## src/sv/sbts_pkg.sv

```systemverilog
// sbts_pkg: shared types, codes and helpers for the bus transaction sequencer
// holds the beat structs, phase/failure/mode codes and the checksum fold
// no dependencies
package sbts_pkg;

  localparam int unsigned READ_BUFFER_WORDS = 258;
  localparam int unsigned COUNT_W = 9;

  localparam logic [31:0] IWT_RESET = 32'd300;
  localparam logic [63:0] ALL_ONES64 = 64'hFFFF_FFFF_FFFF_FFFF;
  localparam logic [COUNT_W-1:0] BUFFER_WORDS = COUNT_W'(READ_BUFFER_WORDS);

  // item modes
  localparam logic [2:0] MODE_START_WRITE = 3'd0;
  localparam logic [2:0] MODE_START_READ  = 3'd1;
  localparam logic [2:0] MODE_WRITE_DONE  = 3'd2;
  localparam logic [2:0] MODE_FRAME_EDGE  = 3'd3;
  localparam logic [2:0] MODE_RX_WORD     = 3'd4;
  localparam logic [2:0] MODE_POLL        = 3'd5;

  // transaction phases
  localparam logic [2:0] PH_IDLE         = 3'd0;
  localparam logic [2:0] PH_WRITING      = 3'd1;
  localparam logic [2:0] PH_WRITE_DONE   = 3'd2;
  localparam logic [2:0] PH_WRITE_FAILED = 3'd3;
  localparam logic [2:0] PH_AWAIT_READ   = 3'd4;
  localparam logic [2:0] PH_READING      = 3'd5;
  localparam logic [2:0] PH_READ_DONE    = 3'd6;
  localparam logic [2:0] PH_READ_FAILED  = 3'd7;

  // failure codes
  localparam logic [2:0] FAIL_NONE     = 3'd0;
  localparam logic [2:0] FAIL_CHECKSUM = 3'd1;
  localparam logic [2:0] FAIL_MISSING  = 3'd2;
  localparam logic [2:0] FAIL_OVERFLOW = 3'd3;
  localparam logic [2:0] FAIL_TIMEOUT  = 3'd4;

  typedef struct packed {
    logic [2:0]  mode;
    logic [63:0] now_us;
    logic        expect_response;
    logic [31:0] timeout_us;
    logic        wait_forever;
    logic [31:0] write_time_us;
    logic        lines_idle;
    logic [31:0] data_word;
  } sbts_in_t;

  typedef struct packed {
    logic               accepted;
    logic [2:0]         phase;
    logic [2:0]         failure;
    logic [COUNT_W-1:0] read_length;
  } sbts_out_t;

  // xor of the four bytes of a word
  function automatic logic [7:0] fold_bytes(input logic [31:0] w);
    fold_bytes = w[7:0] ^ w[15:8] ^ w[23:16] ^ w[31:24];
  endfunction

endpackage

```

## src/sv/sbts_core.sv

```systemverilog
// sbts_core: phase state, deadline tracking and received-word bookkeeping
// processes one registered beat per step and produces its result
// depends on sbts_pkg
module sbts_core (
  input  logic              clk,
  input  logic              rst,
  input  logic              step,
  input  sbts_pkg::sbts_in_t  item,
  input  logic [31:0]       inter_word_timeout_us,
  output sbts_pkg::sbts_out_t result
);
  import sbts_pkg::*;

  logic [2:0]         cur_phase, cur_phase_next;
  logic               await_response, await_response_next;
  logic [31:0]        response_timeout, response_timeout_next;
  logic               response_forever, response_forever_next;
  logic [63:0]        deadline_us, deadline_us_next;
  logic [63:0]        last_word_time_us, last_word_time_us_next;
  logic [COUNT_W-1:0] words_received, words_received_next;
  logic [COUNT_W-1:0] words_at_last_poll, words_at_last_poll_next;
  logic [31:0]        first_word, first_word_next;
  logic [31:0]        last_word, last_word_next;
  logic [31:0]        word_xor, word_xor_next;

  logic [63:0]        elapsed;
  logic [63:0]        read_deadline;
  logic [63:0]        resp_deadline;
  logic               checksum_ok;
  logic               length_ok;

  // shared arithmetic
  assign elapsed       = item.now_us - last_word_time_us;
  assign read_deadline = item.wait_forever ? ALL_ONES64 : item.now_us + 64'(item.timeout_us);
  assign resp_deadline = response_forever ? ALL_ONES64
                                          : item.now_us + 64'(response_timeout);
  assign checksum_ok   = (last_word == {24'd0, fold_bytes(word_xor ^ last_word)});
  assign length_ok     = ({1'b0, first_word[7:0]} <= (words_received - COUNT_W'(2)));

  // next state and result for the current beat
  always_comb begin
    logic polled;
    logic [2:0] rep;
    polled                  = 1'b0;
    rep                     = cur_phase;
    cur_phase_next          = cur_phase;
    await_response_next     = await_response;
    response_timeout_next   = response_timeout;
    response_forever_next   = response_forever;
    deadline_us_next        = deadline_us;
    last_word_time_us_next  = last_word_time_us;
    words_received_next     = words_received;
    words_at_last_poll_next = words_at_last_poll;
    first_word_next         = first_word;
    last_word_next          = last_word;
    word_xor_next           = word_xor;
    result.accepted         = 1'b0;
    result.failure          = FAIL_NONE;
    result.read_length      = '0;

    unique case (item.mode)
      MODE_START_WRITE: begin
        if (cur_phase == PH_IDLE && item.lines_idle) begin
          await_response_next     = item.expect_response;
          response_timeout_next   = item.timeout_us;
          response_forever_next   = item.wait_forever;
          words_received_next     = '0;
          words_at_last_poll_next = '0;
          first_word_next         = '0;
          last_word_next          = '0;
          word_xor_next           = '0;
          deadline_us_next        = item.now_us + 64'(item.write_time_us);
          cur_phase_next          = PH_WRITING;
          result.accepted         = 1'b1;
        end
      end
      MODE_START_READ: begin
        if (cur_phase == PH_IDLE) begin
          words_received_next     = '0;
          words_at_last_poll_next = '0;
          first_word_next         = '0;
          last_word_next          = '0;
          word_xor_next           = '0;
          deadline_us_next        = read_deadline;
          cur_phase_next          = PH_AWAIT_READ;
          result.accepted         = 1'b1;
        end
      end
      MODE_WRITE_DONE: begin
        if (cur_phase == PH_WRITING) begin
          if (await_response) begin
            deadline_us_next = resp_deadline;
            cur_phase_next   = PH_AWAIT_READ;
          end else begin
            cur_phase_next = PH_WRITE_DONE;
          end
        end
      end
      MODE_FRAME_EDGE: begin
        if (cur_phase == PH_AWAIT_READ) begin
          cur_phase_next         = PH_READING;
          last_word_time_us_next = item.now_us;
        end else if (cur_phase == PH_READING) begin
          cur_phase_next = PH_READ_DONE;
        end
      end
      MODE_RX_WORD: begin
        if (cur_phase == PH_READING && words_received < BUFFER_WORDS) begin
          if (words_received == '0) begin
            first_word_next = item.data_word;
          end
          last_word_next      = item.data_word;
          word_xor_next       = word_xor ^ item.data_word;
          words_received_next = words_received + COUNT_W'(1);
        end
      end
      MODE_POLL: begin
        polled = 1'b1;
        if (cur_phase == PH_READ_DONE) begin
          // length and checksum check of the finished frame
          if (words_received > COUNT_W'(1) && length_ok) begin
            if (checksum_ok) begin
              result.read_length = words_received - COUNT_W'(1);
            end else begin
              rep            = PH_READ_FAILED;
              result.failure = FAIL_CHECKSUM;
            end
          end else begin
            rep            = PH_READ_FAILED;
            result.failure = FAIL_MISSING;
          end
          cur_phase_next = PH_IDLE;
        end else if (cur_phase == PH_WRITE_DONE) begin
          cur_phase_next = PH_IDLE;
        end else if (cur_phase == PH_READING) begin
          if (words_received >= BUFFER_WORDS) begin
            rep            = PH_READ_FAILED;
            result.failure = FAIL_OVERFLOW;
            cur_phase_next = PH_IDLE;
          end else if (words_at_last_poll == words_received) begin
            // inter-word gap check
            if (item.now_us > last_word_time_us &&
                elapsed >= 64'(inter_word_timeout_us)) begin
              rep            = PH_READ_FAILED;
              result.failure = FAIL_TIMEOUT;
              cur_phase_next = PH_IDLE;
            end
          end else begin
            words_at_last_poll_next = words_received;
            last_word_time_us_next  = item.now_us;
          end
        end else if (cur_phase != PH_IDLE && item.now_us >= deadline_us) begin
          rep            = (cur_phase == PH_AWAIT_READ) ? PH_READ_FAILED : PH_WRITE_FAILED;
          result.failure = FAIL_TIMEOUT;
          cur_phase_next = PH_IDLE;
        end
      end
      default: begin
      end
    endcase

    result.phase = polled ? rep : cur_phase_next;
  end

  // state registers
  always_ff @(posedge clk) begin
    if (rst) begin
      cur_phase          <= PH_IDLE;
      await_response     <= 1'b0;
      response_timeout   <= '0;
      response_forever   <= 1'b0;
      deadline_us        <= ALL_ONES64;
      last_word_time_us  <= '0;
      words_received     <= '0;
      words_at_last_poll <= '0;
      first_word         <= '0;
      last_word          <= '0;
      word_xor           <= '0;
    end else if (step) begin
      cur_phase          <= cur_phase_next;
      await_response     <= await_response_next;
      response_timeout   <= response_timeout_next;
      response_forever   <= response_forever_next;
      deadline_us        <= deadline_us_next;
      last_word_time_us  <= last_word_time_us_next;
      words_received     <= words_received_next;
      words_at_last_poll <= words_at_last_poll_next;
      first_word         <= first_word_next;
      last_word          <= last_word_next;
      word_xor           <= word_xor_next;
    end
  end

`ifndef NO_ASSERTIONS
  a_count_bound: assert property (@(posedge clk) disable iff (rst)
    words_received <= BUFFER_WORDS)
    else $error("word count beyond buffer size");

  a_poll_mark_bound: assert property (@(posedge clk) disable iff (rst)
    words_at_last_poll <= words_received)
    else $error("poll mark ahead of word count");

  a_start_phase: assert property (@(posedge clk) disable iff (rst)
    step && result.accepted |=> (cur_phase == PH_WRITING || cur_phase == PH_AWAIT_READ))
    else $error("accepted start did not open a transaction");

  a_hold_when_idle: assert property (@(posedge clk) disable iff (rst)
    !step |=> $stable(cur_phase) && $stable(words_received))
    else $error("state moved without a beat");
`endif

endmodule

```

## src/sv/serial_bus_transaction_sequencer_unit.sv

```systemverilog
// Serial bus transaction sequencer: input register, sbts_core, result register; uses sbts_pkg.
// An accepted beat goes to the input register, then its result to the result register.
// Throughput: one beat per cycle unless out_ready stalls; core state updates once per beat.
// Reset (synchronous, rst high): phase idle, counters and words cleared,
// deadline all ones, inter-word timeout back to 300 us, both stages empty.
module serial_bus_transaction_sequencer_unit (
  input  logic                clk,
  input  logic                rst,
  input  logic                in_valid,
  output logic                in_ready,
  input  sbts_pkg::sbts_in_t  in_data,
  output logic                out_valid,
  input  logic                out_ready,
  output sbts_pkg::sbts_out_t out_data,
  input  logic                cfg_wr_en,
  input  logic [31:0]         cfg_wr_data
);
  import sbts_pkg::*;

  logic        in_held;
  sbts_in_t    in_q;
  logic        advance;
  logic        step;
  logic [31:0] inter_word_timeout_us;
  sbts_out_t   core_result;

  // stage handshake
  assign advance  = !out_valid || out_ready;
  assign step     = in_held && advance;
  assign in_ready = !in_held || advance;

  // configuration register
  always_ff @(posedge clk) begin
    if (rst) begin
      inter_word_timeout_us <= IWT_RESET;
    end else if (cfg_wr_en) begin
      inter_word_timeout_us <= cfg_wr_data;
    end
  end

  // input register
  always_ff @(posedge clk) begin
    if (rst) begin
      in_held <= 1'b0;
    end else if (in_ready) begin
      in_held <= in_valid;
    end
  end

  always_ff @(posedge clk) begin
    if (in_valid && in_ready) begin
      in_q <= in_data;
    end
  end

  sbts_core u_core (
    .clk                   (clk),
    .rst                   (rst),
    .step                  (step),
    .item                  (in_q),
    .inter_word_timeout_us (inter_word_timeout_us),
    .result                (core_result)
  );

  // result register
  always_ff @(posedge clk) begin
    if (rst) begin
      out_valid <= 1'b0;
    end else if (advance) begin
      out_valid <= step;
    end
  end

  always_ff @(posedge clk) begin
    if (step) begin
      out_data <= core_result;
    end
  end

endmodule
```

## config.mk

```make
export PLATFORM = sky130hd
export DESIGN_NAME = serial_bus_transaction_sequencer_unit
export DESIGN_NICKNAME = d
export VERILOG_FILES = /design/src/sv/sbts_pkg.sv /design/src/sv/sbts_core.sv /design/src/sv/serial_bus_transaction_sequencer_unit.sv
export SDC_FILE = /design/constraint.sdc
export NUM_CORES = 2
export LEC_CHECK = 0
export ABC_AREA = 0
export BUFFER_PORTS_ARGS = -buffer_cell sky130_fd_sc_hd__buf_2
export CAP_MARGIN = 15
export CORE_UTILIZATION = 50
export CTS_CLUSTER_SIZE = 20
export DETAILED_ROUTE_END_ITERATION = 8
export PLACE_DENSITY = 0.78
export SYNTH_ARGS = -nofsm -noshare
export SYNTH_HDL_FRONTEND = slang
export SYNTH_SLANG_ARGS = --single-unit
```

## constraint.sdc

```tcl
create_clock -name clk -period 13.9 [get_ports clk]
set_input_delay 0.695 -clock clk [delete_from_list [all_inputs] [get_ports clk]]
set_output_delay 0.695 -clock clk [all_outputs]
set_load 0.01 [all_outputs]
```

* Word level (Yosys, flattened, before mapping) *
Cells that the tools add are included.

word-level totals
  flip-flop bits (word level) = 471
  input port bits = 203
  output and inout port bits = 18
  logic and storage cells = 167

cells by class
  add/subtract/negate cells = 7
  $lt $le $gt $ge = 7
  eq/ne operators = 24
  mux-type cells = 72
  bitwise operators = 5
  reductions and logical operators = 26

operators with widths
  cell                                                              number
  64-bit 2-to-1 mux                                                 12
  64-bit by 32-bit adder with 64-bit output                         3
  32-bit case mux with 3 select lines                               2
  64-bit case mux with 3 select lines                               1
  32-bit 2-to-1 mux                                                 4
  64-bit case mux with 2 select lines                               1
  3-bit 2-to-1 mux                                                  32
  9-bit 2-to-1 mux                                                  8
  64-bit by 32-bit greater-or-equal comparator with 1-bit output    1
  64-bit greater-or-equal comparator                                1
  64-bit > comparator                                               1
  64-bit subtractor                                                 1
  32-bit XOR                                                        2
  9-bit case mux with 3 select lines                                2
  32-bit by 8-bit equality test with 1-bit output                   1
  8-bit case mux with 3 select lines                                1
  8-bit XOR                                                         3
  8-bit 2-to-1 mux                                                  2
  2-bit by 1-bit != test with 1-bit output (second input constant)  8
  3-bit equality test (second input constant)                       5
  3-bit case mux with 5 select lines                                1
  6-bit AND reduction                                               2
  3-bit nonzero test                                                4
  9-bit by 1-bit adder with 9-bit output (second input constant)    1
  24 further kinds                                                  42

* Depth between registers and ports, before layout *
  depth in word-level cells = 11
  gate-level depth with buffers = 24
  mapped depth without buffers = 24

* By module *
Synthesis repeated with hierarchy kept, for this count alone.

second synthesis, totals
  cells, all modules = 3827
  area, all modules = 31659.1 um2

by module, submodules not included
  module                                 instances  cells each  area each (um2)  seq. area each (um2)
  sbts_core                              1          3531        24935.2          4944.7
  serial_bus_transaction_sequencer_unit  1          296         6723.9           6145.9

* Worst setup path before layout *
Ideal clock, no wire load.

  path type = reg-to-reg
  start = register in_q[102] (netlist bit)
  end = register out_data[13] (netlist bit) (data pin)
  data arrival time = 5.097 ns
  data required time = 13.636 ns
  slack = 8.540 ns
  stages on the path, launching flop included = 23
  period minus slack after synthesis = 5.360 ns
  cells stage by stage = edfxtp_1 -> ha_1 -> o211ai_2 -> a21oi_1 -> o21bai_1 -> a2111oi_2 -> or2_2 -> a21oi_1 -> o31ai_1 -> xor2_1 -> ha_1 -> a21oi_1 -> a2bb2oi_1 -> a21oi_1 -> o31a_1 -> or4_1 -> nand4bb_1 -> nor4b_1 -> and4_1 -> nand4_1 -> nor4_2 -> a21boi_1 -> o41a_1

RTL lines
  item                      line                                         source
  start: declaration        serial_bus_transaction_sequencer_unit.sv:21  sbts_in_t in_q;
  start signal: assignment  serial_bus_transaction_sequencer_unit.sv:52  in_q <= in_data;
  end signal: assignment    serial_bus_transaction_sequencer_unit.sv:76  out_data <= core_result;
  end: declaration          serial_bus_transaction_sequencer_unit.sv:14  output sbts_pkg::sbts_out_t out_data,

==> flow_metrics.py <==
metrics = {
    "outcome": {
        "outcome": "finished clean",
    },
    "finish": {
        "seq_area_um2": 11100,
        "fin_util_pct": 56.6,
        "fillers": 5714,
        "antennaDiodeCount": 0,
        "drive_gt1_share_pct": 9.62,
        "syn2layout_area_growth_pct": 11.3,
        "final_nets": 4375,
        "multi_input_area_um2": 18900,
    },
    "pwr": {
        "p_clk_share_pct": 41.8,
        "p_leak_nw": 14.4,
        "p_seq_share_pct": 42.2,
        "powerDensity_nw_per_um2": 103,
        "p_switching_mw": 1.02,
        "combPwrFrac_pct": 16.0,
        "p_int_mw": 2.59,
        "switching_share_pct": 28.3,
        "peakVddDrop_mv": 0.111,
    },
    "synth": {
        "synth_top_area_share_pct": 17.9,
        "synthDistinctLibCells": 91,
        "synth_edf_count": 182,
        "yosys-top-cells-area": "dfxtp_1 (18%), edfxtp_1 (17%), ha_1 (11%)",
        "ys.flop_type": "dfxtp_1",
        "syn-num-nets": 4267,
        "yosys_warnings": 0,
        "postSynthCellCount": 3788,
        "async_flop_share_pct": 0,
        "netlist_area_um2": 31500,
        "ys_ff_latch": 463,
        "post_synth.cell_area_avg_um2": 8.31,
        "ys_seq_area_share_pct": 35.2,
        "yosys.area.top_type": "dfxtp_1",
    },
    "worst_setup_path": {
        "worstPathCellList": "ha_1 > nand4_1 > nor4_1 > nand2b_1 > o21ai_1 > nor2_1 > o21bai_1 > xor2_1 > ha_1 > nand2_1 > a2bb2oi_1 > a21oi_1 > o31a_1 > or4_1 > nand4bb_1 > nor4b_1 > and4_1 > nand4_1 > nor4_2 > a21boi_1 > o41a_1",
        "crit_path_max_incr_delay_ps": 530,
        "critPathSlowestCell": "edfxtp_1",
        "crit_required_ps": 14290,
        "arrival_ps": 6890,
        "r2r_end": "out_data[13]$_DFFE_PP_",
        "critical-path-top-delay-family": "simple AND/OR/NAND/NOR gates",
        "path_class": "flop to flop",
        "r2r_cells": 21,
        "r2r_start": "in_q[113]$_DFFE_PP_",
        "critical_path_peak_fanout": 8,
        "crit_buf_inv": 0,
        "worstSetupStartpointType": "flop",
        "r2r_setup_slack_ps": 7400,
        "crit_path_end_kind": "flop",
    },
    "detailed_routing": {
        "finalWirelength_um": 94900,
        "ant_nets": 0,
        "drtIter0Drc": 2899,
        "drc": 0,
        "drtPass1Iterations": 6,
        "num_vias": 28500,
        "wl_per_cell_um": 19.9,
        "via_per_inst": 5.96,
    },
    "timing": {
        "rsz0062_at_grt": "false",
        "timing.fmax_mhz": 154,
        "tns_ps": 0,
        "tightest_slew_ps": 1030,
        "drv_slew": 0,
        "fin_crit_sh_pct": 46.7,
        "skew_ps": 54.6,
        "finalHoldViolCount": 0,
        "setup_viol": 0,
        "fin_crit_ps": 6500,
        "slew_headroom_pct": 31.0,
    },
    "placed_design": {
        "dp_hpwl_um": 71100,
        "gp_congestion": 0.981,
        "numPortBuffers": 220,
    },
    "cts": {
        "cts_inserted_buffers": 51,
        "cts_tree": "built",
        "cts_hold_buf": 0,
        "post_cts_buffers": 0,
        "htree_levels": 2,
        "root_buffer": "clkbuf_16",
        "path_clk_slew_ps": 60,
        "cts_resized": 0,
        "clock_latency_ps": 650,
        "clock_path_buffers": 3,
        "cts.sinks": 463,
    },
    "global_routing": {
        "grt_pass1_wl_um": 148000,
        "grt.overflow.total": 0,
        "grt_pass1_vias": 26700,
        "grt.total_usage_pct": 29.2,
        "antenna_found_initial": 0,
        "grt_max_degree": 70,
    },
    "die": {
        "die_w_um": 253,
        "dieArea_um2": 64000,
        "row_count": 91,
        "start_util_pct": 50.8,
        "ios": 221,
        "die-height_um": 253,
        "core_um2": 61900,
    },
    "flow_run": {
        "drv_cap": 0,
    },
    "hold_path": {
        "hold_depth": 1,
        "hold-path-endpoint": "in_q[164]$_DFFE_PP_",
        "min_from": "in_data[164]",
        "hold_path.class": "input pin to flop",
    },
}
[cell families (layout without fill, tap and decap cells)]
family / after synthesis / in the layout / synth area share, %
AOI/OAI and AO/OA: 1040 / 1040 / 20.6
and+or+nand+nor: 1252 / 1252 / 18.4
adders and majority gates: 276 / 276 / 11.1
xor gates and xnor gates: 310 / 310 / 8.62
muxes: 38 / 38 / 1.22
DFF: 463 / 463 / 35.2
buffers and inverters: 409 / 560 / 4.97
[cell type report]
cell class,count,share of cell area (%)
multi-input combinational,2916,53.9
clock inverter,32,1.50
tap,837,2.99
inverter,214,2.29
clock buffer,64,3.84
sequential,463,31.6
timing repair buffer,250,3.81
[power by group through the flow]
stage | clock (mW) | sequential, mW | combinational [mW]
3_3_place_gp | 0 | 1.55 | 0.556
2_1_floorplan | 0 | 1.52 | 0.414
6_report | 1.51 | 1.52 | 0.579
5_1_grt | 1.58 | 1.53 | 0.637
3_5_place_dp | 0 | 1.55 | 0.564
4_1_cts | 1.53 | 1.52 | 0.568
[worst max path at each step]
| stage | startpoint | to | depth (start not counted) |
|---|---|---|---|
| finish | in_q[113]$_DFFE_PP_ | out_data[13]$_DFFE_PP_ | 21 |
| global route | in_q[112]$_DFFE_PP_ | out_data[13]$_DFFE_PP_ | 21 |
| CTS | in_q[113]$_DFFE_PP_ | out_data[13]$_DFFE_PP_ | 21 |
| detailed placement | in_q[113]$_DFFE_PP_ | out_data[13]$_DFFE_PP_ | 21 |
| global placement | in_q[113]$_DFFE_PP_ | out_data[13]$_DFFE_PP_ | 21 |
| floorplan | in_q[102]$_DFFE_PP_ | out_data[13]$_DFFE_PP_ | 22 |
[cells in the final DEF, fill, tap and decap left out, types with 100 or more instances in the layout]
cell type,count
nor2_1,300
o21ai_0,249
nand2_1,483
edfxtp_1,182
inv_1,211
buf_2,219
dfxtp_1,281
xor2_1,147
a21oi_1,350
nand3_1,100
xnor2_1,163
ha_1,272
[per-stage QoR]
| step | setup slack [ps] | instances | instance area (µm²) | total power, mW | hold slack (ps) |
|---|---|---|---|---|---|
| after floorplan | 8540 | 3788 | 31500 | 1.93 | 436 |
| after global placement | 7460 | 4679 | 33200 | 2.11 | 441 |
| after detailed placement | 7480 | 4679 | 33200 | 2.11 | 447 |
| after CTS | 7470 | 4775 | 35000 | 3.62 | 190 |
| after global routing | 7140 | 4776 | 35100 | 3.74 | 201 |
| final | 7400 | 4776 | 35100 | 3.61 | 219 |
[cell usage after synthesis, types with 6 or more instances]
| library cell | count |
|---|---|
| nand2_1 | 483 |
| a21oi_1 | 350 |
| nor2_1 | 303 |
| dfxtp_1 | 281 |
| ha_1 | 272 |
| o21ai_0 | 249 |
| inv_1 | 211 |
| edfxtp_1 | 182 |
| xnor2_1 | 163 |
| clkbuf_1 | 162 |
| xor2_1 | 147 |
| nand3_1 | 101 |
| a21o_1 | 91 |
| nand4_1 | 63 |
| nand2b_1 | 58 |
| nor3_1 | 58 |
| a31oi_1 | 55 |
| o21a_1 | 40 |
| and3_1 | 36 |
| mux2i_1 | 35 |
| o211ai_1 | 31 |
| nor2b_1 | 29 |
| a211oi_1 | 27 |
| nor4_1 | 24 |
| or3_1 | 21 |
| o21bai_1 | 20 |
| and2_1 | 18 |
| buf_2 | 17 |
| o2111ai_1 | 17 |
| o31ai_1 | 17 |
| buf_1 | 15 |
| a211o_1 | 13 |
| and4_1 | 13 |
| o31a_1 | 13 |
| a221oi_1 | 11 |
| or2_2 | 11 |
| a21boi_0 | 9 |
| a41oi_1 | 9 |
| or4_1 | 9 |
| a2111oi_0 | 6 |
[flip-flops by register name, summed over array words and instances, names as in the netlist]
| signal | cells |
|---|---|
| out_valid | 1 |
| u_core.first_word | 8 |
| u_core.await_response | 1 |
| u_core.response_timeout | 32 |
| u_core.response_forever | 1 |
| inter_word_timeout_us | 32 |
| u_core.last_word | 24 |
| u_core.word_xor | 32 |
| u_core.words_at_last_poll | 9 |
| u_core.last_word_time_us | 64 |
| in_held | 1 |
| u_core.cur_phase | 3 |
| u_core.deadline_us | 64 |
| out_data | 16 |
| u_core.words_received | 9 |
| in_q | 166 |
[metal layers]
metal / up-vias / share of wire (%) / global-route usage [%]
met5: - / 0 / 0
met4: 0 / 3.4 / 10.5
met3: 188 / 8.2 / 4.68
met2: 1235 / 44 / 45.9
met1: 13400 / 44 / 40.4
li1: 13700 / - / -
No activity file was read; power rests on OpenSTA's default activity.
